--- src/rtl/btc_pkg.sv ---
// Shared types, widths and constants for the barometer compensation pipeline.
// No dependencies; every other file imports this package.
package btc_pkg;

    // Field widths at the ports
    localparam int RAW_W   = 24;
    localparam int CAL_W   = 16;
    localparam int PRES_W  = 26;
    localparam int TEMP_W  = 19;

    // Internal widths, sized to the reachable value ranges
    localparam int DT_W     = RAW_W + 1;          // raw_temperature - reference*256
    localparam int MUL_W    = DT_W + CAL_W + 1;   // dT times a calibration word
    localparam int SH_T     = 23;
    localparam int SH_OFF   = 7;
    localparam int SH_SENS  = 8;
    localparam int SH_T2    = 31;
    localparam int SH_P1    = 21;
    localparam int SH_P2    = 15;
    localparam int OFF_W    = MUL_W - SH_OFF;     // 35
    localparam int SENS_W   = MUL_W - SH_SENS;    // 34
    localparam int T2_W     = 17;
    localparam int TW_W     = TEMP_W + 1;         // temperature with a guard bit
    localparam int SQ_W     = 35;
    localparam int OFF_F_W  = 40;
    localparam int SENS_F_W = 39;
    localparam int SLO_W    = 20;                 // low slice of SENS for the split product
    localparam int SHI_W    = SENS_F_W - SLO_W;
    localparam int PP_W     = RAW_W + SLO_W;      // partial product width
    localparam int PROD_W   = 64;
    localparam int Q_W      = PROD_W - SH_P1;
    localparam int R_W      = Q_W + 1;
    localparam int PF_W     = R_W - SH_P2;

    // Temperature thresholds in 0.01 C
    localparam int T_REF   = 2000;
    localparam int T_VCOLD = -1500;
    localparam int T_HOT   = 4500;

    // Calibration reset values
    localparam logic [CAL_W-1:0] RST_PSENS = 16'd40127;
    localparam logic [CAL_W-1:0] RST_POFF  = 16'd36924;
    localparam logic [CAL_W-1:0] RST_STC   = 16'd23317;
    localparam logic [CAL_W-1:0] RST_OTC   = 16'd23282;
    localparam logic [CAL_W-1:0] RST_TREF  = 16'd33464;
    localparam logic [CAL_W-1:0] RST_SLOPE = 16'd28312;

    // Register map indexes (byte address = 4 * index)
    typedef enum logic [2:0] {
        CFG_PSENS = 3'd0,
        CFG_POFF  = 3'd1,
        CFG_STC   = 3'd2,
        CFG_OTC   = 3'd3,
        CFG_TREF  = 3'd4,
        CFG_SLOPE = 3'd5
    } cfg_idx_t;

    typedef struct packed {
        logic [CAL_W-1:0] pressure_sensitivity;
        logic [CAL_W-1:0] pressure_offset;
        logic [CAL_W-1:0] sensitivity_temp_coeff;
        logic [CAL_W-1:0] offset_temp_coeff;
        logic [CAL_W-1:0] reference_temperature;
        logic [CAL_W-1:0] temperature_slope;
    } cfg_t;

    typedef struct packed {
        logic [RAW_W-1:0] raw_pressure;
        logic [RAW_W-1:0] raw_temperature;
    } raw_t;

    // First-order terms
    typedef struct packed {
        logic [RAW_W-1:0]         d1;
        logic signed [TEMP_W-1:0] temp;
        logic signed [OFF_W-1:0]  off;
        logic signed [SENS_W-1:0] sens;
        logic [T2_W-1:0]          t2;
    } first_t;

    // Corrected terms
    typedef struct packed {
        logic [RAW_W-1:0]           d1;
        logic signed [TEMP_W-1:0]   tc;
        logic signed [OFF_F_W-1:0]  off;
        logic signed [SENS_F_W-1:0] sens;
    } corr_t;

    typedef struct packed {
        logic signed [PRES_W-1:0] pressure_pa;
        logic signed [TEMP_W-1:0] temperature_centi;
    } result_t;

endpackage

--- src/rtl/btc_cfg.sv ---
// Calibration register bank behind a simple APB-style port.
// Depends on btc_pkg.
module btc_cfg
    import btc_pkg::*;
(
    input  logic        aclk,
    input  logic        aresetn,
    input  logic        psel,
    input  logic        penable,
    input  logic        pwrite,
    input  logic [4:0]  paddr,
    input  logic [31:0] pwdata,
    output logic [31:0] prdata,
    output logic        pready,
    output cfg_t        cfg
);

    cfg_t     cfg_reg;
    cfg_idx_t idx;
    logic     wr;

    assign pready = 1'b1;
    assign idx    = cfg_idx_t'(paddr[4:2]);
    assign wr     = psel && penable && pwrite;
    assign cfg    = cfg_reg;

    always_ff @(posedge aclk) begin
        if (!aresetn) begin
            cfg_reg.pressure_sensitivity   <= RST_PSENS;
            cfg_reg.pressure_offset        <= RST_POFF;
            cfg_reg.sensitivity_temp_coeff <= RST_STC;
            cfg_reg.offset_temp_coeff      <= RST_OTC;
            cfg_reg.reference_temperature  <= RST_TREF;
            cfg_reg.temperature_slope      <= RST_SLOPE;
        end else if (wr) begin
            case (idx)
                CFG_PSENS: cfg_reg.pressure_sensitivity   <= pwdata[CAL_W-1:0];
                CFG_POFF:  cfg_reg.pressure_offset        <= pwdata[CAL_W-1:0];
                CFG_STC:   cfg_reg.sensitivity_temp_coeff <= pwdata[CAL_W-1:0];
                CFG_OTC:   cfg_reg.offset_temp_coeff      <= pwdata[CAL_W-1:0];
                CFG_TREF:  cfg_reg.reference_temperature  <= pwdata[CAL_W-1:0];
                CFG_SLOPE: cfg_reg.temperature_slope      <= pwdata[CAL_W-1:0];
                default: begin
                end
            endcase
        end
    end

    always_comb begin
        case (idx)
            CFG_PSENS: prdata = {16'h0, cfg_reg.pressure_sensitivity};
            CFG_POFF:  prdata = {16'h0, cfg_reg.pressure_offset};
            CFG_STC:   prdata = {16'h0, cfg_reg.sensitivity_temp_coeff};
            CFG_OTC:   prdata = {16'h0, cfg_reg.offset_temp_coeff};
            CFG_TREF:  prdata = {16'h0, cfg_reg.reference_temperature};
            CFG_SLOPE: prdata = {16'h0, cfg_reg.temperature_slope};
            default:   prdata = 32'h0;
        endcase
    end

endmodule

--- config.mk ---
export PLATFORM = sky130hd
export DESIGN_NAME = btc_cfg
export DESIGN_NICKNAME = d
export VERILOG_FILES = /design/src/rtl/btc_pkg.sv /design/src/rtl/btc_cfg.sv
export SDC_FILE = /design/constraint.sdc
export NUM_CORES = 1
export LEC_CHECK = 0
export BUFFER_PORTS_ARGS = -buffer_cell sky130_fd_sc_hd__buf_2
export CAP_MARGIN = 20
export CORE_MARGIN = 4
export CORE_UTILIZATION = 50
export DETAILED_ROUTE_END_ITERATION = 6
export PLACE_DENSITY = 0.9
export SYNTH_ARGS = -nofsm -noshare
export SYNTH_HDL_FRONTEND = slang
export SYNTH_SLANG_ARGS = --single-unit
--- constraint.sdc ---
create_clock -name aclk -period 1.5 [get_ports aclk]
set_clock_uncertainty 0.1 [all_clocks]
set_input_delay 0.15 -clock aclk [delete_from_list [all_inputs] [get_ports aclk]]
set_output_delay 0.15 -clock aclk [all_outputs]
set_load 0.05 [all_outputs]
==> flow_summary.ini <==
[global_route]
grt_pass1_wl_um = 26750
gr-total-overflow = 0
grt_max_degree = 37
grt_pass1_vias = 4955
antenna_found_initial = 0
grt_use_total_pct = 30.36

[cells_and_area]
num_antenna_cells = 0
finalNonFillerCells = 803
fillCellCount = 560
post-route-util_pct = 73.56
drive_above_1_share_pct = 46.62
syn2layout_area_growth_pct = 41.59
largest_register_ffs = 96
layout.nets = 732

[synthesis]
synth_top_area_share_pct = 41.81
synth_area_per_cell_um2 = 8.961
synth_cell_type_count = 32
netlist_top_cells_area = dfxtp_1 (42%), mux2i_1 (16%), nand3_1 (10%), o21ai_0 (6.3%), nand2_1 (5.1%)
syn-cell-area_mm2 = 0.004597
synth_top_flop_cell = dfxtp_1
synth-xor-area-share_pct = 0
synth_compound_area_share_pct = 11.24
synth-seq-cells = 96
ys_warn_count = 0
synthMuxAreaShare_pct = 19.76
synth_cells = 513
synth_common_cells = dfxtp_1 (96), nand3_1 (96), mux2i_1 (75)
synth_simple_gate_area_share_pct = 19.08
synth_edf_count = 0
seq_area_frac_synth_pct = 41.81
synth_top_family_by_area = multiplexers
yosys.area.top_type = dfxtp_1
synthAdderAreaFrac_pct = 0
synth_async_sr_flop_share_pct = 0

[setup_path]
crit_fanout = 2
startpoint_type = flop
critPathKind = flop to primary output
end_kind = primary output
crit_required_ns = 1.25
startpoint = cfg[90]$_SDFFE_PN1P_
worstReg2RegStart = cfg[19]$_SDFFE_PN1P_
arrival_ns = 1.55

[drt]
via_per_inst = 6.337
vias = 5089
firstDrtPassIters = 5
routed_wl_um = 17850
drtAntennaViolNets = 0
routedWlPerCell_um = 22.22
route.detailed.drc = 0
drt_iter0_markers = 643

[placement]
port_buffers = 135
dp.cells = 753
pre_cts_ws_ns = -0.2348
dpl.hpwl_um = 10690
place.gp.congestion = 0.8686

[floorplan]
num_rows = 34
io_pins = 171
initial_utilization_pct = 51.95
coreArea_mm2 = 0.008848
dieArea_mm2 = 0.01079
fp.dieH_um = 103.9
dieWidth_um = 103.9

[hold_path]
hold_path.startpoint = pwdata[7]
worstHoldPathType = primary input to flop

[sta]
drv_slew = 0
fmaxAchievable_mhz = 555.8
worst_slack_ns = -0.2994
worst_slew_pin_slew_ns = 0.5097
post-route-min-period_ns = 1.799
fin_crit_sh_pct = 120.0
slew_headroom_pct = 65.94
finalSetupViolCount = 14
rsz0062_at_grt = true
hold_viol = 0

[status]
violations = setup timing
status = finished with violations

[cts]
cts_tree = yes
clock-sinks = 96
cts_buffers = 9
htree_levels = 3
ctsLongestPathBuffers = 2
clk-insertion-delay-late_ns = 0.36
clockRootBuffer = clkbuf_8
clk_pin_slew_worst_paths_ns = 0.10

[power]
ir_drop_mv = 0.5641
finalPower_mw = 5.346
leakage_nw = 2.881
power_density_mw_per_mm2 = 821.3

[flow_run]
maxCapViolations = 0
-- per-stage QoR --
step                      setup TNS (ns)  hold slack (ns)  instance area [µm²]
after floorplan                  -0.3250           0.1977                 4811
after global placement            -4.577           0.3099                 5700
after detailed placement          -8.274           0.3181                 5700
after CTS                         -2.095         0.005920                 6352
after global routing              -2.548          0.04884                 6509
final                             -1.896          0.02357                 6509
-- placed cells by master, fill, tap and decap left out, drive strengths merged --
cell type / instances
nand2b: 2
conb: 17
o22a: 9
clkinvlp: 1
a221oi: 3
buf: 196
nor2b: 3
or2: 1
a21oi: 3
nand3: 96
nand2: 68
a22oi: 7
clkinv: 5
o21ai: 61
nor2: 3
mux2: 14
and4b: 1
and4: 1
clkbuf: 10
a32oi: 4
nand4b: 1
dfxtp: 96
nand4: 1
inv: 1
dlygate4sd3: 16
mux2i: 75
-- per-layer routing --
layer / vias up / global-route usage, % / share of wire [%]
met3: 110 / 5.959 / 11
met5: - / 0 / 0
li1: 2151 / - / -
met2: 456 / 50.42 / 47
met1: 2372 / 36.96 / 36
met4: 0 / 16.62 / 5.7
-- worst paths after layout --
kind	slack (ns)	cells after the start	end
worst min-delay path	0.02	3	cfg[23]$_SDFFE_PN1P_
worst min register to register	0.38	2	cfg[5]$_SDFFE_PN0P_
worst max register to register	0.58	2	cfg[19]$_SDFFE_PN1P_
worst max-delay path	-0.30	5	prdata[10]
-- what timing repair did --
item / in CTS / in global routing
hold buffers: 16 / 0
cloned: 0 / 0
gates resized for setup: 62 / 38
endpoints found under the hold margin: 41 / 0
setup endpoints to repair: 16 / 16
pin swaps: 6 / 7
setup buffers: 12 / 6
-- critical path, stage by stage, from the launching register on --
cell and delay, ns:
dfxtp_2 0.34, mux2_4 0.27, a221oi_2 0.23, buf_4 0.16
a21oi_4 0.03, buf_6 0.16
-- final cells by class --
| type | count | area (µm²) | share of cell area [%] |
|---|---|---|---|
| Clock buffer | 10 | 137.6 | 2.115 |
| Clock inverter | 6 | 43.79 | 0.6728 |
| Inverter | 1 | 3.754 | 0.05767 |
| Multi-Input combinational cell | 370 | 2678 | 41.14 |
| Sequential cell | 96 | 1996 | 30.66 |
| Tap cell | 108 | 135.1 | 2.076 |
| Timing Repair Buffer | 212 | 1515 | 23.28 |
-- cell families after synthesis --
kind of cell	Yosys count
flops	96
compound gates	87
mux	89
other cells	2
simple gates	177
buf+inv	62
-- report_power, final --
part	total [mW]	switching, mW	internal [mW]
sequential	2.59	0.0233	2.57
clock	1.61	0.956	0.655
combinational	1.14	0.754	0.385
total	5.35	1.73	3.61
No activity file was read; power rests on OpenSTA's default activity.
