**src/rtl/btc_pkg.sv**
```systemverilog
// Shared types, widths and constants for the barometer compensation pipeline.
// No dependencies; every other file imports this package.
package btc_pkg;

    // Field widths at the ports
    localparam int RAW_W   = 24;
    localparam int CAL_W   = 16;
    localparam int PRES_W  = 26;
    localparam int TEMP_W  = 19;

    // Internal widths, sized to the reachable value ranges
    localparam int DT_W     = RAW_W + 1;          // raw_temperature - reference*256
    localparam int MUL_W    = DT_W + CAL_W + 1;   // dT times a calibration word
    localparam int SH_T     = 23;
    localparam int SH_OFF   = 7;
    localparam int SH_SENS  = 8;
    localparam int SH_T2    = 31;
    localparam int SH_P1    = 21;
    localparam int SH_P2    = 15;
    localparam int OFF_W    = MUL_W - SH_OFF;     // 35
    localparam int SENS_W   = MUL_W - SH_SENS;    // 34
    localparam int T2_W     = 17;
    localparam int TW_W     = TEMP_W + 1;         // temperature with a guard bit
    localparam int SQ_W     = 35;
    localparam int OFF_F_W  = 40;
    localparam int SENS_F_W = 39;
    localparam int SLO_W    = 20;                 // low slice of SENS for the split product
    localparam int SHI_W    = SENS_F_W - SLO_W;
    localparam int PP_W     = RAW_W + SLO_W;      // partial product width
    localparam int PROD_W   = 64;
    localparam int Q_W      = PROD_W - SH_P1;
    localparam int R_W      = Q_W + 1;
    localparam int PF_W     = R_W - SH_P2;

    // Temperature thresholds in 0.01 C
    localparam int T_REF   = 2000;
    localparam int T_VCOLD = -1500;
    localparam int T_HOT   = 4500;

    // Calibration reset values
    localparam logic [CAL_W-1:0] RST_PSENS = 16'd40127;
    localparam logic [CAL_W-1:0] RST_POFF  = 16'd36924;
    localparam logic [CAL_W-1:0] RST_STC   = 16'd23317;
    localparam logic [CAL_W-1:0] RST_OTC   = 16'd23282;
    localparam logic [CAL_W-1:0] RST_TREF  = 16'd33464;
    localparam logic [CAL_W-1:0] RST_SLOPE = 16'd28312;

    // Register map indexes (byte address = 4 * index)
    typedef enum logic [2:0] {
        CFG_PSENS = 3'd0,
        CFG_POFF  = 3'd1,
        CFG_STC   = 3'd2,
        CFG_OTC   = 3'd3,
        CFG_TREF  = 3'd4,
        CFG_SLOPE = 3'd5
    } cfg_idx_t;

    typedef struct packed {
        logic [CAL_W-1:0] pressure_sensitivity;
        logic [CAL_W-1:0] pressure_offset;
        logic [CAL_W-1:0] sensitivity_temp_coeff;
        logic [CAL_W-1:0] offset_temp_coeff;
        logic [CAL_W-1:0] reference_temperature;
        logic [CAL_W-1:0] temperature_slope;
    } cfg_t;

    typedef struct packed {
        logic [RAW_W-1:0] raw_pressure;
        logic [RAW_W-1:0] raw_temperature;
    } raw_t;

    // First-order terms
    typedef struct packed {
        logic [RAW_W-1:0]         d1;
        logic signed [TEMP_W-1:0] temp;
        logic signed [OFF_W-1:0]  off;
        logic signed [SENS_W-1:0] sens;
        logic [T2_W-1:0]          t2;
    } first_t;

    // Corrected terms
    typedef struct packed {
        logic [RAW_W-1:0]           d1;
        logic signed [TEMP_W-1:0]   tc;
        logic signed [OFF_F_W-1:0]  off;
        logic signed [SENS_F_W-1:0] sens;
    } corr_t;

    typedef struct packed {
        logic signed [PRES_W-1:0] pressure_pa;
        logic signed [TEMP_W-1:0] temperature_centi;
    } result_t;

endpackage

```
**src/rtl/btc_press.sv**
```systemverilog
// Pressure stages: split product raw_pressure * SENS, recombine and shift,
// subtract OFF, shift and saturate into the output register. Depends on btc_pkg.
module btc_press
    import btc_pkg::*;
(
    input  logic    aclk,
    input  logic    aresetn,
    input  logic    in_valid,
    output logic    in_ready,
    input  corr_t   in_data,
    output logic    out_valid,
    input  logic    out_ready,
    output result_t out_data
);

    logic [2:0] vld_reg;
    logic       en1, en2, en3;

    // stage 1: partial products
    logic [PP_W-1:0]           pl_next, pl_reg;
    logic signed [PP_W-1:0]    ph_next, ph_reg;
    logic signed [OFF_F_W-1:0] off1_reg, off2_reg;
    logic signed [TEMP_W-1:0]  tc1_reg, tc2_reg;
    // stage 2: recombine
    logic signed [PROD_W-1:0]  prod;
    logic signed [Q_W-1:0]     q_next, q_reg;
    // stage 3: output
    logic signed [R_W-1:0]     r;
    logic signed [PF_W-1:0]    p_full;
    result_t                   res_next, res_reg;

    assign en3      = !vld_reg[2] || out_ready;
    assign en2      = !vld_reg[1] || en3;
    assign en1      = !vld_reg[0] || en2;
    assign in_ready = en1;

    always_ff @(posedge aclk) begin
        if (!aresetn) begin
            vld_reg <= '0;
        end else begin
            if (en1) vld_reg[0] <= in_valid;
            if (en2) vld_reg[1] <= vld_reg[0];
            if (en3) vld_reg[2] <= vld_reg[1];
        end
    end

    assign pl_next = in_data.d1 * in_data.sens[SLO_W-1:0];
    assign ph_next = $signed({1'b0, in_data.d1}) * $signed(in_data.sens[SENS_F_W-1:SLO_W]);

    assign prod   = ($signed(PROD_W'(ph_reg)) <<< SLO_W)
                  + $signed(PROD_W'(pl_reg));
    assign q_next = prod[PROD_W-1:SH_P1];

    assign r      = $signed({q_reg[Q_W-1], q_reg})
                  - $signed({{(R_W-OFF_F_W){off2_reg[OFF_F_W-1]}}, off2_reg});
    assign p_full = r[R_W-1:SH_P2];

    always_comb begin
        res_next.temperature_centi = tc2_reg;
        // saturate when the bits above the field disagree with its sign
        if (p_full[PF_W-1:PRES_W-1] != {(PF_W-PRES_W+1){p_full[PF_W-1]}}) begin
            res_next.pressure_pa = p_full[PF_W-1] ? {1'b1, {(PRES_W-1){1'b0}}}
                                                  : {1'b0, {(PRES_W-1){1'b1}}};
        end else begin
            res_next.pressure_pa = p_full[PRES_W-1:0];
        end
    end

    always_ff @(posedge aclk) begin
        if (en1) begin
            pl_reg   <= pl_next;
            ph_reg   <= ph_next;
            off1_reg <= in_data.off;
            tc1_reg  <= in_data.tc;
        end
        if (en2) begin
            q_reg    <= q_next;
            off2_reg <= off1_reg;
            tc2_reg  <= tc1_reg;
        end
        if (en3) begin
            res_reg  <= res_next;
        end
    end

    assign out_valid = vld_reg[2];
    assign out_data  = res_reg;

endmodule

```
**config.mk**
```make
export PLATFORM = sky130hd
export DESIGN_NAME = btc_press
export DESIGN_NICKNAME = d
export VERILOG_FILES = /design/src/rtl/btc_pkg.sv /design/src/rtl/btc_press.sv
export SDC_FILE = /design/constraint.sdc
export NUM_CORES = 2
export LEC_CHECK = 0
export ABC_AREA = 1
export BUFFER_PORTS_ARGS = -buffer_cell sky130_fd_sc_hd__buf_2
export CAP_MARGIN = 30
export CORE_MARGIN = 8
export CORE_UTILIZATION = 40
export DETAILED_ROUTE_END_ITERATION = 10
export PLACE_DENSITY = 0.64
export SKIP_LAST_GASP = 1
export SYNTH_ARGS = -nofsm -noshare
export SYNTH_HDL_FRONTEND = slang
export SYNTH_SLANG_ARGS = --single-unit
```
**constraint.sdc**
```tcl
create_clock -name aclk -period 18.26 [get_ports aclk]
set_clock_uncertainty 0.15 [all_clocks]
set_input_delay 0 -clock aclk [delete_from_list [all_inputs] [get_ports aclk]]
set_output_delay 0 -clock aclk [all_outputs]
set_load 0.01 [all_outputs]
```
==> results summary <==
Synthesis produced 5565 cells. The flow ran to the end, and the final reports show no timing, DRC or antenna violations. Setup repair after global routing left no endpoint under its margin.

Global routing used 20.0% of the available tracks. The first detailed-routing pass took 6 iterations. The maximum level of the CTS H-tree is 1. The worst hold path belongs to the class input pin to register. The initial cell density of the core came out at 40.2%. The proportion of layout cells with a drive suffix above 1 came out at 5.60%. The number of flip-flops in the largest register came out at 45. Each instance of the synthesized netlist takes up on average 8.25 sq um. The number of antenna violations at the first check in global routing came out at 2.

After routing, the total negative slack on setup checks comes to 0 ps. Leaving out fill and tap cells, the most frequent cell in the layout is inv_1. The standard-cell row count is 124. The post-synthesis sequential element count is 277. The post-CTS clock slew at the launch and capture registers of the worst setup and hold paths came out at 60 ps. The final estimated routing congestion in global placement is 0.972. After global routing the overflow that remains totals 0. Clock tree synthesis selected as its root buffer the cell clkbuf_16. After the last flow step, the layout net total stands at 6995.

The area enclosed by the die boundary came out at 0.126 sq mm. The number of synthesized flops with an enable pin came out at 274. Across all setup checks in the final design, the least slack found is 11900 ps. The maximum operating frequency came out at 157 MHz. The number of pins with negative max-slew slack in the final report is 0. The net count after synthesis came out at 6845. Setup violations remaining at the end of the flow were counted as 0. The number of hold violations in the final report is 0. The average via count per standard cell came out at 4.87.

The synthesized design spends more area on one cell type than any other, namely fa_1. The global-route wire length before repair is 203000 um. Entering global routing, the biggest net connects 67 pins.

The detailed-placement wirelength estimate is 96700 um. The number of DRC violations after detailed-routing iteration 0 came out at 2277. The latest clock arrival within the worst-skew pair is 570 ps. The most used flip-flop cell after synthesis is edfxtp_1. The signed area change from the synthesized netlist to the final layout is 9.72%. The minimum setup slack after placement is 11450 ps. The final routed DRC violation total is 0. TritonCTS built the clock tree. After detailed routing, the average wire length per cell comes to 17.2 um. The fraction of the cycle the final worst path needs is 34.9%. The slew at the pin closest to its max-slew limit is 1080 ps. The maximum clock path buffer count came out at 3.

The die boundary width is 355 um. The synthesized netlist contains 53 unique library cells. The max capacitance violation total is 0.

The number of global-route vias before repair came out at 38000. The share of synthesized flip-flops with an asynchronous set or reset came out at 0%. The highest net fanout along the worst path came out at 39.

The total number of clock tree sinks is 277. The worst setup path is launched from an input pin. The yosys synthesis warning count is 0. The final layout contains routed wiring with a total length of 125000 um. The worst path arrival time came out at 6560 ps. The post-CTS setup buffer count is 0. The count of buffers from port buffering came out at 172.

The total via count in the routed design is 35300. The placeable core area is 0.114 sq mm. Sorting the synthesized cells by area gives the leading types as fa_1 33%, edfxtp_1 18%, inv_1 13%. The number of buffers created by CTS came out at 29. The final critical-path required period is 6360 ps. The count of nets left with antenna violations once routing finished came out at 0. At the worst endpoint, the required time is 18460 ps. The start-to-end type of the worst setup path is input pin to register. The sequential fraction of the synthesis area came out at 18.1%. The nature of the critical path endpoint is a register. The worst max-slew margin expressed relative to the limit came out at 27.7%. The boundary pin count came out at 173. The combined area of all synthesized cells came out at 0.0459 sq mm. The die outline height is 355 um. In the layout the commonest cells are 1579 x inv_1, 1419 x nand2_1, 765 x fa_1. The top cell type by area accounts for 33.4% of the synthesized area.
-- metal layers --
| metal | part of all wire (%) | vias up | track usage [%] |
|---|---|---|---|
| li1 | - | 16600 | - |
| met1 | 44 | 17300 | 27.4 |
| met2 | 45 | 1236 | 32.8 |
| met3 | 7.6 | 209 | 3.14 |
| met4 | 3.0 | 2 | 5.49 |
| met5 | 0.0080 | - | 0 |
-- through the flow --
step                      instances  hold WS (ps)  cell area, sq um  utilization (%)
after floorplan                5565         -51.1             45900                -
after global placement         7088          27.5             48100             42.2
after detailed placement       7095          28.1             48200             42.3
after CTS                      7248          3.60             50300             44.1
after global routing           7249          4.36             50400             44.2
final                          7250          23.6             50400             44.2
-- critical path: stages --
cell     delay (ps)
buf_2           800
nand2_1         170
fa_1            550
inv_1            50
fa_1            490
inv_1            50
fa_1            470
inv_1            50
fa_1            490
fa_1            580
fa_1            470
ha_1            300
ha_1            390
nand2_1         140
nor4_1          380
inv_1           100
o21ai_0         240
a21oi_1         120
o21ai_0         360
xor2_1          340
-- logic make-up after synthesis --
group                    share of synthesized area [%]
AND/OR/NAND/NOR                                   16.5
buffers and inverters                             14.6
adder cells (fa/ha/maj)                           44.0
AO/OA/AOI/OAI                                     4.36
flip-flops                                        18.1
XOR/XNOR                                          2.50
-- path summary, 6_finish.rpt --
path	from	end	slack, ps	depth (start not counted)
worst max-delay path	in_data[119]	ph_reg[29]$_DFFE_PP_	11900	20
worst min-delay path	in_data[69]	off1_reg[30]$_DFFE_PP_	20	2
worst max register to register	q_reg[35]$_DFFE_PP_	out_data[42]$_DFFE_PP_	15240	13
worst min register to register	tc2_reg[4]$_DFFE_PP_	out_data[4]$_DFFE_PP_	260	0
-- area by class of cell --
cell class              count  area (sq um)
fillers                 11300         63700
multi-input cells        3519         30900
flip-flops and latches    277          8290
inverters                1589          5970
repair buffers            299          2190
well taps                1512          1890
clock buffers              32           757
clock inverters            21           327
diodes                      1          2.50
-- timing repair --
action	in CTS	in global routing
gates resized for setup	0	0
hold endpoints to repair	63	0
hold buffers	100	0
-- Yosys cell counts, drive strengths merged (8+ instances only) --
| cell type | count |
|---|---|
| xor2 | 85 |
| clkbuf | 156 |
| o21a | 8 |
| a21oi | 170 |
| nor3 | 30 |
| buf | 24 |
| o21bai | 22 |
| fa | 765 |
| and3 | 9 |
| xnor2 | 45 |
| nor2 | 257 |
| ha | 389 |
| edfxtp | 274 |
| nand2 | 1431 |
| nand4 | 21 |
| or2 | 11 |
| nand3 | 110 |
| inv | 1589 |
| o21ai | 86 |
| nor4 | 12 |
| a21boi | 8 |
| a21o | 24 |
| a31oi | 16 |
Power is left out: the tool's default activity adds up to more than one toggle a clock period on the data nets, which glitch-free logic cannot reach.
