<file path="src/rtl/btc_pkg.sv">
// Shared types, widths and constants for the barometer compensation pipeline.
// No dependencies; every other file imports this package.
package btc_pkg;

    // Field widths at the ports
    localparam int RAW_W   = 24;
    localparam int CAL_W   = 16;
    localparam int PRES_W  = 26;
    localparam int TEMP_W  = 19;

    // Internal widths, sized to the reachable value ranges
    localparam int DT_W     = RAW_W + 1;          // raw_temperature - reference*256
    localparam int MUL_W    = DT_W + CAL_W + 1;   // dT times a calibration word
    localparam int SH_T     = 23;
    localparam int SH_OFF   = 7;
    localparam int SH_SENS  = 8;
    localparam int SH_T2    = 31;
    localparam int SH_P1    = 21;
    localparam int SH_P2    = 15;
    localparam int OFF_W    = MUL_W - SH_OFF;     // 35
    localparam int SENS_W   = MUL_W - SH_SENS;    // 34
    localparam int T2_W     = 17;
    localparam int TW_W     = TEMP_W + 1;         // temperature with a guard bit
    localparam int SQ_W     = 35;
    localparam int OFF_F_W  = 40;
    localparam int SENS_F_W = 39;
    localparam int SLO_W    = 20;                 // low slice of SENS for the split product
    localparam int SHI_W    = SENS_F_W - SLO_W;
    localparam int PP_W     = RAW_W + SLO_W;      // partial product width
    localparam int PROD_W   = 64;
    localparam int Q_W      = PROD_W - SH_P1;
    localparam int R_W      = Q_W + 1;
    localparam int PF_W     = R_W - SH_P2;

    // Temperature thresholds in 0.01 C
    localparam int T_REF   = 2000;
    localparam int T_VCOLD = -1500;
    localparam int T_HOT   = 4500;

    // Calibration reset values
    localparam logic [CAL_W-1:0] RST_PSENS = 16'd40127;
    localparam logic [CAL_W-1:0] RST_POFF  = 16'd36924;
    localparam logic [CAL_W-1:0] RST_STC   = 16'd23317;
    localparam logic [CAL_W-1:0] RST_OTC   = 16'd23282;
    localparam logic [CAL_W-1:0] RST_TREF  = 16'd33464;
    localparam logic [CAL_W-1:0] RST_SLOPE = 16'd28312;

    // Register map indexes (byte address = 4 * index)
    typedef enum logic [2:0] {
        CFG_PSENS = 3'd0,
        CFG_POFF  = 3'd1,
        CFG_STC   = 3'd2,
        CFG_OTC   = 3'd3,
        CFG_TREF  = 3'd4,
        CFG_SLOPE = 3'd5
    } cfg_idx_t;

    typedef struct packed {
        logic [CAL_W-1:0] pressure_sensitivity;
        logic [CAL_W-1:0] pressure_offset;
        logic [CAL_W-1:0] sensitivity_temp_coeff;
        logic [CAL_W-1:0] offset_temp_coeff;
        logic [CAL_W-1:0] reference_temperature;
        logic [CAL_W-1:0] temperature_slope;
    } cfg_t;

    typedef struct packed {
        logic [RAW_W-1:0] raw_pressure;
        logic [RAW_W-1:0] raw_temperature;
    } raw_t;

    // First-order terms
    typedef struct packed {
        logic [RAW_W-1:0]         d1;
        logic signed [TEMP_W-1:0] temp;
        logic signed [OFF_W-1:0]  off;
        logic signed [SENS_W-1:0] sens;
        logic [T2_W-1:0]          t2;
    } first_t;

    // Corrected terms
    typedef struct packed {
        logic [RAW_W-1:0]           d1;
        logic signed [TEMP_W-1:0]   tc;
        logic signed [OFF_F_W-1:0]  off;
        logic signed [SENS_F_W-1:0] sens;
    } corr_t;

    typedef struct packed {
        logic signed [PRES_W-1:0] pressure_pa;
        logic signed [TEMP_W-1:0] temperature_centi;
    } result_t;

endpackage

</file>
<file path="src/rtl/btc_corr.sv">
// Second-order correction stages: squared temperature distances, then OFF2,
// SENS2 and T2 applied. Two register stages; depends on btc_pkg.
module btc_corr
    import btc_pkg::*;
(
    input  logic   aclk,
    input  logic   aresetn,
    input  logic   in_valid,
    output logic   in_ready,
    input  first_t in_data,
    output logic   out_valid,
    input  logic   out_ready,
    output corr_t  out_data
);

    logic [1:0] vld_reg;
    logic       en1, en2;

    // stage 1
    logic signed [TW_W-1:0]   tw;
    logic signed [TW_W-1:0]   dc, dv, dh;
    logic signed [2*TW_W-1:0] sqc_full, sqv_full, sqh_full;
    first_t                   f_reg;
    logic [SQ_W-1:0]          sqc_reg, sqv_reg, sqh_reg;
    logic                     cold_reg, vcold_reg, hot_reg;
    // stage 2
    logic [SQ_W+2:0]          sq7;
    logic [SQ_W+1:0]          off2;
    logic [SQ_W+1:0]          sens2;
    logic [SENS_F_W-1:0]      sens_hot;
    logic signed [TW_W-1:0]   tc_w;
    corr_t                    corr_next, corr_reg;

    assign en2      = !vld_reg[1] || out_ready;
    assign en1      = !vld_reg[0] || en2;
    assign in_ready = en1;

    always_ff @(posedge aclk) begin
        if (!aresetn) begin
            vld_reg <= '0;
        end else begin
            if (en1) vld_reg[0] <= in_valid;
            if (en2) vld_reg[1] <= vld_reg[0];
        end
    end

    assign tw       = {in_data.temp[TEMP_W-1], in_data.temp};
    assign dc       = tw - TW_W'(T_REF);
    assign dv       = tw - TW_W'(T_VCOLD);
    assign dh       = tw - TW_W'(T_HOT);
    assign sqc_full = dc * dc;
    assign sqv_full = dv * dv;
    assign sqh_full = dh * dh;

    always_ff @(posedge aclk) begin
        if (en1) begin
            f_reg     <= in_data;
            sqc_reg   <= sqc_full[SQ_W-1:0];
            sqv_reg   <= sqv_full[SQ_W-1:0];
            sqh_reg   <= sqh_full[SQ_W-1:0];
            cold_reg  <= (tw < TW_W'(T_REF));
            vcold_reg <= (tw < TW_W'(T_VCOLD));
            hot_reg   <= (tw >= TW_W'(T_HOT));
        end
    end

    always_comb begin
        sq7      = {sqc_reg, 3'b000} - {3'b000, sqc_reg};
        off2     = cold_reg ? ({1'b0, sqc_reg, 1'b0} + {2'b00, sqc_reg}) : '0;
        sens2    = cold_reg ? {2'b00, sq7[SQ_W+2:3]} : '0;
        if (vcold_reg) begin
            sens2 = sens2 + {1'b0, sqv_reg, 1'b0};
        end
        sens_hot = hot_reg ? SENS_F_W'(sqh_reg[SQ_W-1:3]) : '0;
        tc_w     = {f_reg.temp[TEMP_W-1], f_reg.temp}
                 - (cold_reg ? TW_W'(f_reg.t2) : TW_W'(0));

        corr_next.d1   = f_reg.d1;
        corr_next.off  = $signed({{(OFF_F_W-OFF_W){f_reg.off[OFF_W-1]}}, f_reg.off})
                       - $signed(OFF_F_W'(off2));
        corr_next.sens = $signed({{(SENS_F_W-SENS_W){f_reg.sens[SENS_W-1]}}, f_reg.sens})
                       - $signed(SENS_F_W'(sens2)) + $signed(sens_hot);
        // saturate the temperature
        if (tc_w[TW_W-1] != tc_w[TW_W-2]) begin
            corr_next.tc = tc_w[TW_W-1] ? {1'b1, {(TEMP_W-1){1'b0}}}
                                        : {1'b0, {(TEMP_W-1){1'b1}}};
        end else begin
            corr_next.tc = tc_w[TEMP_W-1:0];
        end
    end

    always_ff @(posedge aclk) begin
        if (en2) begin
            corr_reg <= corr_next;
        end
    end

    assign out_valid = vld_reg[1];
    assign out_data  = corr_reg;

endmodule

</file>
<file path="config.mk">
export PLATFORM = sky130hd
export DESIGN_NAME = btc_corr
export DESIGN_NICKNAME = d
export VERILOG_FILES = /design/src/rtl/btc_pkg.sv /design/src/rtl/btc_corr.sv
export SDC_FILE = /design/constraint.sdc
export NUM_CORES = 2
export LEC_CHECK = 0
export BUFFER_PORTS_ARGS = -buffer_cell sky130_fd_sc_hd__buf_2
export CORE_MARGIN = 5
export CORE_UTILIZATION = 60
export DETAILED_ROUTE_END_ITERATION = 16
export GPL_TIMING_DRIVEN = 1
export PLACE_DENSITY = 0.78
export SLEW_MARGIN = 20
export SYNTH_ARGS = -nofsm -noshare
export SYNTH_HDL_FRONTEND = slang
export SYNTH_SLANG_ARGS = --single-unit
</file>
<file path="constraint.sdc">
create_clock -name aclk -period 12.5 [get_ports aclk]
set_input_delay 1.875 -clock aclk [delete_from_list [all_inputs] [get_ports aclk]]
set_output_delay 1.875 -clock aclk [all_outputs]
set_load 0.005 [all_outputs]
</file>
==> results.md <==
- #FFs+latches synth: 351
- Hold crit path type: flip-flop to flip-flop
- Synth Area in Compound Gates: under 10%
- Unrepaired setup endpoints after global routing: no
- Worst setup path end: sqc_reg[34]
- Vias post-DR: 41968
- Gp weighted congestion: about 0.94
- Fin crit period: 10.73 ns
- Number of flip-flops in the largest register: 121
- Die Ht: ~320 µm
- DR WL/cell: 20.2 µm
- DRC Markers: 0
- Max-slew violation count: 0
- Ys Warns: 0
- Post-synth top area share: 36.6%
- Pin count of the biggest net entering global routing: 95
- Area Overhead vs Synth: 7.44%
- Largest family of logic cells by synthesized area: adder cells
- Gr ovfl total: 0
- Core area: 96400 µm²
- R2R Setup Slk: 3.17 ns
- Commonest non-fill, non-tap cells in the layout: 1449 x inv_1, 1063 x fa_1, 484 x ha_1
- Measured slew at the worst slew-check pin: ~1.3 ns
- CTS Root Cell: clkbuf_16
- Period utilization: 85.8%
- Fin nets: 7827
- Total Routed Length: around 150000 µm
- Asr flop ratio synth: 0%
- Register area: 10500 µm²
- Crit path launch type: input port
- CTS tree: yes
- Slew HR: 15.1%
- Util after Layout: around 65%
- CTS sink count: 351
- Post-Syn Instances: 5908
- Synth unique cells: 80
- Total track usage: 29.8%
- Synth Area in XOR/XNOR: 5.21%
- Worst EP required: roughly 13 ns
- Post-synthesis simple-gate area fraction: 10.3%
- Crit path DAT: 11.05 ns
- Syn avg cell area: roughly 9.8 µm²
- Vias in the first global route: between 40000 and 50000
- CP max stage delay: ~0.62 ns
- Die footprint: ~100000 µm²
- Worst reg2reg path startpoint: sqc_reg[3]
- Critical path launch point: in_data[90]
- Fillers: 7651
- Final setup fails: 0
- Initial antenna violation count: 5
- Post-synth top flop: edfxtp_1
- Routed vias/inst: approximately 5.6
- First-pass GRT wire length: between 200000 and 250000 µm
- FF-to-FF path depth: 29
- DIE WIDTH: 321 µm
- Layout cells sized above 1: under 10%
- Post-DP HPWL: around 120000 µm
- Leading area contributor after synthesis: fa_1
- Port buffer count: approximately 260
- Clock-pin slew on the worst setup and hold paths: 0.08 ns
- Seq/Total Area, Yosys: 18.1%
- Hold_buf cts: 0
- Io pins: 257
- Setup_tns: 0 ns
- Adder-Cell Fraction of Synth Area: 47.0%
- Fin Clk Skew: about 0.043 ns
- Top cells by area, synth: fa_1 37%, edfxtp_1 18%, ha_1 10%, inv_1 9.4%, xnor2_1 4.0%
- CP max stage cell: xnor2_2
- CP endpoint kind: flip-flop
- Initial drt markers: between 3000 and 4000
- Most common cell after layout, fill and taps aside: inv_1
- Outcome: finished, final reports clean
- Reg2reg end: out_data[37]
- Skew-Pair Late Insertion Delay: 0.60 ns
- H-tree level count: 2
- Initial core utilization: 60.3%
- Fin. Hold Viols: 0
- Syn Nets: 7588
- Post-CTS sizing: 0
- Cts bufs inserted: 41
- CP Class: input port to flip-flop
- Post-synth EDFFs: 349
- Setup Buffers After CTS: 0
- Synth Cell Area: approximately 58000 µm²
- Area of the multi-input gates: 41700 µm²
- First-pass iteration count of the detailed router: 6
- FP Rows: 114
- Crit-path most repeated cell: fa_1
- MaxCap Viol Count: 0
- DRT antenna net count: 0
- Clock buffer depth: 3
- Crit path max fanout: 13
- Post-synthesis mux area share: 0.344%
- Fmax: between 0.09 and 0.1 GHz
## cell families after synthesis
logic type | after synthesis
mux | 20
xor+xnor | 345
simple gates | 1292
flops | 351
compound gates | 772
fa+ha+maj | 1547
other cells | 1
buf+inv | 1580
## worst min-delay path by stage
stage	slack [ns]	to	depth (start not counted)	startpoint
floorplan	0.40	out_data[100]	0	corr_next[100]
global placement	0.40	out_data[117]	0	corr_next[117]
detailed placement	0.40	out_data[102]	0	corr_next[102]
CTS	0.41	out_data[102]	0	corr_next[102]
global route	0.42	out_data[112]	0	corr_next[112]
finish	0.41	out_data[111]	0	corr_next[111]
## layout make-up
class                   instances  share of cell area [%]
multi-input cells            3977                    66.8
flip-flops and latches        351                    16.8
well taps                    1276                    2.56
diodes                          3                  0.0120
inverters                    1458                    8.77
clock buffers                  48                    1.68
repair buffers                318                    2.82
clock inverters                26                   0.559
## cell usage after synthesis (26+ instances only)
cell and instances:
a211oi_1 28, a21o_1 108, a21oi_1 223, a31oi_1 26
and2_1 155, clkbuf_1 106, edfxtp_1 349, fa_1 1063
ha_1 484, inv_1 1450, nand2_1 422, nand2b_1 58
nand3_1 37, nor2_1 387, nor2b_1 43, nor3_1 68
o21a_1 73, o21ai_0 123, o21bai_1 26, xnor2_1 265
xor2_1 79
## critical path, delay by kind of cell
| kind | cells | cell delay [ns] |
|---|---|---|
| compound gates | 9 | 2.01 |
| simple gates | 4 | 1.02 |
| xor+xnor | 2 | 0.71 |
| buf+inv | 9 | 1.33 |
| fa+ha+maj | 9 | 4.08 |
## metal layers
layer  vias up  share of wire, %  GRT usage [%]  routed length (µm)
li1      18926                 -              -                   -
met1     20856                38           38.0               57200
met2      1709                47           49.4               71000
met3       471               8.4           5.63               12600
met4         6               6.3           14.8                9480
met5         -             0.023              0                  34
## stage by stage
stage	cell area, µm²	std cells	setup WS (ns)	hold WS [ns]
2_1_floorplan	58100	5908	1.95	0.400
4_1_cts	62400	7454	1.91	0.415
6_report	62500	7457	1.77	0.411
3_5_place_dp	61000	7380	1.30	0.405
5_1_grt	62400	7454	1.30	0.421
3_3_place_gp	61000	7380	1.60	0.400
Power is left out: the tool's default activity adds up to more than one toggle a clock period on the data nets, which glitch-free logic cannot reach.
