## config.mk

```make
export PLATFORM = sky130hd
export DESIGN_NAME = btc_first
export DESIGN_NICKNAME = d
export VERILOG_FILES = /design/src/rtl/btc_pkg.sv /design/src/rtl/btc_first.sv
export SDC_FILE = /design/constraint.sdc
export NUM_CORES = 2
export LEC_CHECK = 0
export ABC_AREA = 1
export BUFFER_PORTS_ARGS = -buffer_cell sky130_fd_sc_hd__clkbuf_2
export CAP_MARGIN = 15
export CORE_MARGIN = 10
export CORE_UTILIZATION = 60
export DETAILED_ROUTE_END_ITERATION = 6
export PLACE_DENSITY = 0.81
export SLEW_MARGIN = 20
export SYNTH_ARGS = -nofsm -noshare
export SYNTH_HDL_FRONTEND = slang
export SYNTH_SLANG_ARGS = --single-unit
export TNS_END_PERCENT = 30
```

## constraint.sdc

```tcl
create_clock -name aclk -period 6.25 [get_ports aclk]
set_input_delay 0 -clock aclk [delete_from_list [all_inputs] [get_ports aclk]]
set_output_delay 0 -clock aclk [all_outputs]
set_load 0.05 [all_outputs]
```

## src/rtl/btc_pkg.sv

```systemverilog
// Shared types, widths and constants for the barometer compensation pipeline.
// No dependencies; every other file imports this package.
package btc_pkg;

    // Field widths at the ports
    localparam int RAW_W   = 24;
    localparam int CAL_W   = 16;
    localparam int PRES_W  = 26;
    localparam int TEMP_W  = 19;

    // Internal widths, sized to the reachable value ranges
    localparam int DT_W     = RAW_W + 1;          // raw_temperature - reference*256
    localparam int MUL_W    = DT_W + CAL_W + 1;   // dT times a calibration word
    localparam int SH_T     = 23;
    localparam int SH_OFF   = 7;
    localparam int SH_SENS  = 8;
    localparam int SH_T2    = 31;
    localparam int SH_P1    = 21;
    localparam int SH_P2    = 15;
    localparam int OFF_W    = MUL_W - SH_OFF;     // 35
    localparam int SENS_W   = MUL_W - SH_SENS;    // 34
    localparam int T2_W     = 17;
    localparam int TW_W     = TEMP_W + 1;         // temperature with a guard bit
    localparam int SQ_W     = 35;
    localparam int OFF_F_W  = 40;
    localparam int SENS_F_W = 39;
    localparam int SLO_W    = 20;                 // low slice of SENS for the split product
    localparam int SHI_W    = SENS_F_W - SLO_W;
    localparam int PP_W     = RAW_W + SLO_W;      // partial product width
    localparam int PROD_W   = 64;
    localparam int Q_W      = PROD_W - SH_P1;
    localparam int R_W      = Q_W + 1;
    localparam int PF_W     = R_W - SH_P2;

    // Temperature thresholds in 0.01 C
    localparam int T_REF   = 2000;
    localparam int T_VCOLD = -1500;
    localparam int T_HOT   = 4500;

    // Calibration reset values
    localparam logic [CAL_W-1:0] RST_PSENS = 16'd40127;
    localparam logic [CAL_W-1:0] RST_POFF  = 16'd36924;
    localparam logic [CAL_W-1:0] RST_STC   = 16'd23317;
    localparam logic [CAL_W-1:0] RST_OTC   = 16'd23282;
    localparam logic [CAL_W-1:0] RST_TREF  = 16'd33464;
    localparam logic [CAL_W-1:0] RST_SLOPE = 16'd28312;

    // Register map indexes (byte address = 4 * index)
    typedef enum logic [2:0] {
        CFG_PSENS = 3'd0,
        CFG_POFF  = 3'd1,
        CFG_STC   = 3'd2,
        CFG_OTC   = 3'd3,
        CFG_TREF  = 3'd4,
        CFG_SLOPE = 3'd5
    } cfg_idx_t;

    typedef struct packed {
        logic [CAL_W-1:0] pressure_sensitivity;
        logic [CAL_W-1:0] pressure_offset;
        logic [CAL_W-1:0] sensitivity_temp_coeff;
        logic [CAL_W-1:0] offset_temp_coeff;
        logic [CAL_W-1:0] reference_temperature;
        logic [CAL_W-1:0] temperature_slope;
    } cfg_t;

    typedef struct packed {
        logic [RAW_W-1:0] raw_pressure;
        logic [RAW_W-1:0] raw_temperature;
    } raw_t;

    // First-order terms
    typedef struct packed {
        logic [RAW_W-1:0]         d1;
        logic signed [TEMP_W-1:0] temp;
        logic signed [OFF_W-1:0]  off;
        logic signed [SENS_W-1:0] sens;
        logic [T2_W-1:0]          t2;
    } first_t;

    // Corrected terms
    typedef struct packed {
        logic [RAW_W-1:0]           d1;
        logic signed [TEMP_W-1:0]   tc;
        logic signed [OFF_F_W-1:0]  off;
        logic signed [SENS_F_W-1:0] sens;
    } corr_t;

    typedef struct packed {
        logic signed [PRES_W-1:0] pressure_pa;
        logic signed [TEMP_W-1:0] temperature_centi;
    } result_t;

endpackage

```

## src/rtl/btc_first.sv

```systemverilog
// First-order stages: dT, the three dT products and dT squared, then T, OFF, SENS.
// Three register stages; depends on btc_pkg.
module btc_first
    import btc_pkg::*;
(
    input  logic   aclk,
    input  logic   aresetn,
    input  cfg_t   cfg,
    input  logic   in_valid,
    output logic   in_ready,
    input  raw_t   in_data,
    output logic   out_valid,
    input  logic   out_ready,
    output first_t out_data
);

    logic [2:0] vld_reg;
    logic       en1, en2, en3;

    // stage 1
    logic [RAW_W-1:0]        d1_1_reg;
    logic signed [DT_W-1:0]  dt_next, dt_reg;
    // stage 2
    logic [RAW_W-1:0]        d1_2_reg;
    logic signed [MUL_W-1:0] mt_next, mt_reg;
    logic signed [MUL_W-1:0] mo_next, mo_reg;
    logic signed [MUL_W-1:0] ms_next, ms_reg;
    logic signed [2*DT_W-1:0] sq_full;
    logic [T2_W-1:0]         t2_next, t2_reg;
    // stage 3
    first_t                  first_next, first_reg;

    assign en3      = !vld_reg[2] || out_ready;
    assign en2      = !vld_reg[1] || en3;
    assign en1      = !vld_reg[0] || en2;
    assign in_ready = en1;

    always_ff @(posedge aclk) begin
        if (!aresetn) begin
            vld_reg <= '0;
        end else begin
            if (en1) vld_reg[0] <= in_valid;
            if (en2) vld_reg[1] <= vld_reg[0];
            if (en3) vld_reg[2] <= vld_reg[1];
        end
    end

    // dT, exact in DT_W bits
    assign dt_next = $signed({1'b0, in_data.raw_temperature})
                   - $signed({1'b0, cfg.reference_temperature, 8'h00});

    assign mt_next = dt_reg * $signed({1'b0, cfg.temperature_slope});
    assign mo_next = dt_reg * $signed({1'b0, cfg.offset_temp_coeff});
    assign ms_next = dt_reg * $signed({1'b0, cfg.sensitivity_temp_coeff});
    assign sq_full = dt_reg * dt_reg;
    assign t2_next = sq_full[SH_T2+T2_W-1:SH_T2];

    always_comb begin
        first_next.d1   = d1_2_reg;
        first_next.temp = $signed(mt_reg[MUL_W-1:SH_T]) + TEMP_W'(T_REF);
        first_next.off  = $signed({3'b000, cfg.pressure_offset, 16'h0000})
                        + $signed(mo_reg[MUL_W-1:SH_OFF]);
        first_next.sens = $signed({3'b000, cfg.pressure_sensitivity, 15'h0000})
                        + $signed(ms_reg[MUL_W-1:SH_SENS]);
        first_next.t2   = t2_reg;
    end

    always_ff @(posedge aclk) begin
        if (en1) begin
            d1_1_reg <= in_data.raw_pressure;
            dt_reg   <= dt_next;
        end
        if (en2) begin
            d1_2_reg <= d1_1_reg;
            mt_reg   <= mt_next;
            mo_reg   <= mo_next;
            ms_reg   <= ms_next;
            t2_reg   <= t2_next;
        end
        if (en3) begin
            first_reg <= first_next;
        end
    end

    assign out_valid = vld_reg[2];
    assign out_data  = first_reg;

endmodule

```

==> results.txt <==
----------------------------------------------------
[Finish]
  Number of flip-flops under the largest register name ... 129
  Layout cell share with drive strength beyond 1 ... around a tenth
  Filler cells ... between 10000 and 15000
  Final-stage net count ... 12364
  Post-synthesis to final-layout area growth ... 12.05%

[GRT]
  Number of antenna violations at the first check in global routing ... 9
  First-pass GRT wire length ... between 300000 and 400000 um
  Overall fraction of global-route tracks in use ... 28.88%
  Maximum number of pins on one net before global-route repair ... a little under 90
  Vias in the first global route ... just under 70000
  Overflow after GRT ... 0

[STA]
  Setup repair after global routing missed its margin ... yes
  Transition time of the tightest slew-check pin ... ~0.95 ns
  Worst max-slew margin expressed relative to the limit ... 36.81%
  Max Clock Skew ... around 0.092 ns
  Setup violators final ... 7
  Share of the clock period used by the worst path after layout ... 102.4%
  Final critical path time including I/O delays and setup ... 6.398 ns
  Slew Viols, Final ... 0
  Post-route setup slack ... -0.1480 ns
  Hold violation count in the final report ... 0
  Highest achievable clock rate ... ~160 MHz

[Worst setup path]
  Logic depth of the worst register-to-register path ... 25
  Data arrival time of the worst path ... 6.79 ns
  Maximum fanout along the worst path ... 5
  Sort of element at the start of the critical path ... register
  Source of the worst register-to-register timing path ... dt_reg[6]
  Required time reported for the critical path endpoint ... 6.65 ns
  Critical path class ... reg2reg
  Beginning of the critical path ... dt_reg[6]
  Critical path capture point type ... register
  Capturing instance or port of the critical path ... t2_reg[13]
  Flop-to-flop setup slack ... -0.15 ns
  Cell repeated most along the worst path ... fa_2
  Standard cell with the maximum stage delay on the critical path ... fa_2
  Slowest Stage Delay on Critical Path ... about 0.65 ns
  Endpoint of the most critical register-to-register path ... t2_reg[13]

[Die]
  Placeable core area ... about 130000 um2
  Starting density of the core ... between 60% and 70%
  Overall die area ... ~150000 um2
  DIE WIDTH ... 382.4 um
  Count of pins on the block boundary ... around 280
  Die height ... 382.4 um
  Number of standard-cell rows in the floorplan ... approximately 130

[Place]
  Port Buffers ... between 200 and 300
  Post-placement setup slack ... -0.2770 ns
  GPL Wtd Cong ... between 0.9 and 1
  Detailed-placement wirelength estimate ... between 150000 and 200000 um

[Outcome]
  Outcome ... complete, but fails checks
  Violated checks ... design-rule violations, negative setup slack

[Synth]
  Register area share after synthesis ... 11.78%
  Flip-flop and latch count after synthesis ... 310
  Yosys top cell by area ... fa_1
  Leading register cell type out of synthesis ... edfxtp_1
  Synthesis Warnings ... 0
  Largest cells by area after synthesis ... fa_1, inv_1, nand2_1, edfxtp_1, ha_1
  Netlist area before placement ... 78780 um2
  Most repeated cell in the gate-level netlist after synthesis ... inv_1
  Number of synthesized flops with an enable pin ... 307
  Avg Inst Size Synth ... slightly above 8 um2
  Most frequent cells after synthesis ... inv_1, nand2_1, fa_1
  Cell variety after synth ... 48
  Gate count of the mapped netlist ... ~9500
  Proportion of synthesized flip-flops having asynchronous set or reset ... 0%
  Syn Nets ... approximately 12000
  Post-synth top area share ... about 45%

[Clock tree]
  Number of buffers between clock root and the deepest sink ... 3
  TritonCTS sink count ... just over 300
  Number of buffers created by CTS ... 41
  Post-CTS clock slew at the launch and capture registers of the worst setup and hold paths ... roughly 0.060 ns
  Clk_lat worst skew ... between 0.6 and 0.7 ns
  Clock root buffer ... clkbuf_16
  Level count of the clock H-tree ... 2
  TritonCTS clock tree ... built

[Worst hold path]
  Class of the worst hold path ... in2reg
  Startpoint of the most critical hold path ... cfg[25]

[Route]
  Residual DRC ... 1
  Total detailed-routing wirelength ... 211300 um
  Number of nets with antenna violations after detailed routing ... 0
  Vias/cell ... ~5.3
  Total iterations of the first detailed-routing run ... 7
  Drt first-iter violations ... ~4400
  Vias after detailed routing ... between 60000 and 70000
  Mean routed wirelength per cell ... around 18 um

[Job]
  Max-Cap Viols ... 0

----------------------------------------------------
==> cells by family after synthesis <==
| group | Yosys count | share of synthesized area [%] |
|---|---|---|
| XOR/XNOR | 133 | 1.479 |
| AND/OR/NAND/NOR | 3116 | 15.54 |
| buffers and inverters | 3282 | 15.65 |
| flip-flops | 310 | 11.78 |
| adder cells (fa/ha/maj) | 2259 | 52.65 |
| AO/OA/AOI/OAI | 413 | 2.908 |
==> cells in the final DEF (no fill, tap or decap), types with 7 or more instances in the layout <==
cell	count
buf_12	31
a21oi_1	175
inv_2	48
edfxtp_1	307
buf_4	273
nor2_2	42
nand2_2	56
o21ai_2	8
xor2_1	95
ha_4	27
a31oi_1	7
clkbuf_2	278
nand2_4	17
fa_2	31
nand4_1	51
dlygate4sd3_1	103
clkbuf_16	48
nor2_4	25
a21oi_2	41
buf_6	35
clkinv_2	7
nor3_2	10
nor3_1	18
o21ai_1	21
inv_1	2888
ha_2	16
xnor2_1	38
nand3_1	151
o21ai_0	81
a21o_1	18
clkbuf_1	7
nand2_1	2410
ha_1	456
nor2_1	302
fa_1	1729
buf_8	12
o21bai_1	31
==> how the worst min path moves through the flow <==
stage              endpoint  slack (ns)  depth (start not counted)
2_1_floorplan   d1_1_reg[0]         0.1                          0
3_3_place_gp   d1_1_reg[16]        0.18                          1
3_5_place_dp   d1_1_reg[13]        0.18                          1
4_1_cts          dt_reg[18]       0.004                          7
5_1_grt          dt_reg[18]        0.07                          7
6_report         dt_reg[18]        0.04                          7
==> timing repair <==
item                                   in CTS  in global routing
setup endpoints to repair                  34                 86
pin swaps                                  14                 86
hold buffers                              103                  0
endpoints found under the hold margin      84                  0
gates cloned                                0                  8
setup buffers                               6                 27
resized for setup                          70                387
==> metrics by stage <==
step                      hold WS, ns  util (%)  instance area, um2  cells  TNS (ns)
after global routing          0.06886     67.91               88270  11734    -4.282
after global placement         0.1825     64.51               83850  11514   -0.9244
after CTS                    0.004098     66.56               86520  11697  -0.03224
final                         0.04479     67.91               88270  11734   -0.4658
after floorplan               0.09887         -               78780   9513    -3.557
after detailed placement       0.1788     64.51               83850  11514    -3.620
==> critical path: cells and delay by family, from the launching register on <==
family / cells / cell delay (ns)
adders and majority gates: 8 / 4.01
and+or+nand+nor: 8 / 0.74
DFF: 1 / 0.42
buffers and inverters: 9 / 0.95
==> area by class of cell <==
cell class	count	area (um2)	share of cell area (%)
clock buffers	48	1052	1.192
diodes	4	10.01	0.01134
inverters	2941	11050	12.52
well taps	1742	2180	2.469
repair buffers	742	5911	6.696
clock inverters	26	307.8	0.3487
multi-input cells	5921	58480	66.25
flip-flops and latches	310	9279	10.51
==> metal layers <==
metal | wire [um] | vias up | GRT usage (%)
li1 | - | 27864 | -
met1 | 79590 | 30319 | 35.75
met2 | 103600 | 2861 | 49.56
met3 | 18680 | 697 | 5.639
met4 | 9370 | 10 | 11.71
met5 | 70 | - | 0
Power is left out: the tool's default activity adds up to more than one toggle a clock period on the data nets, which glitch-free logic cannot reach.
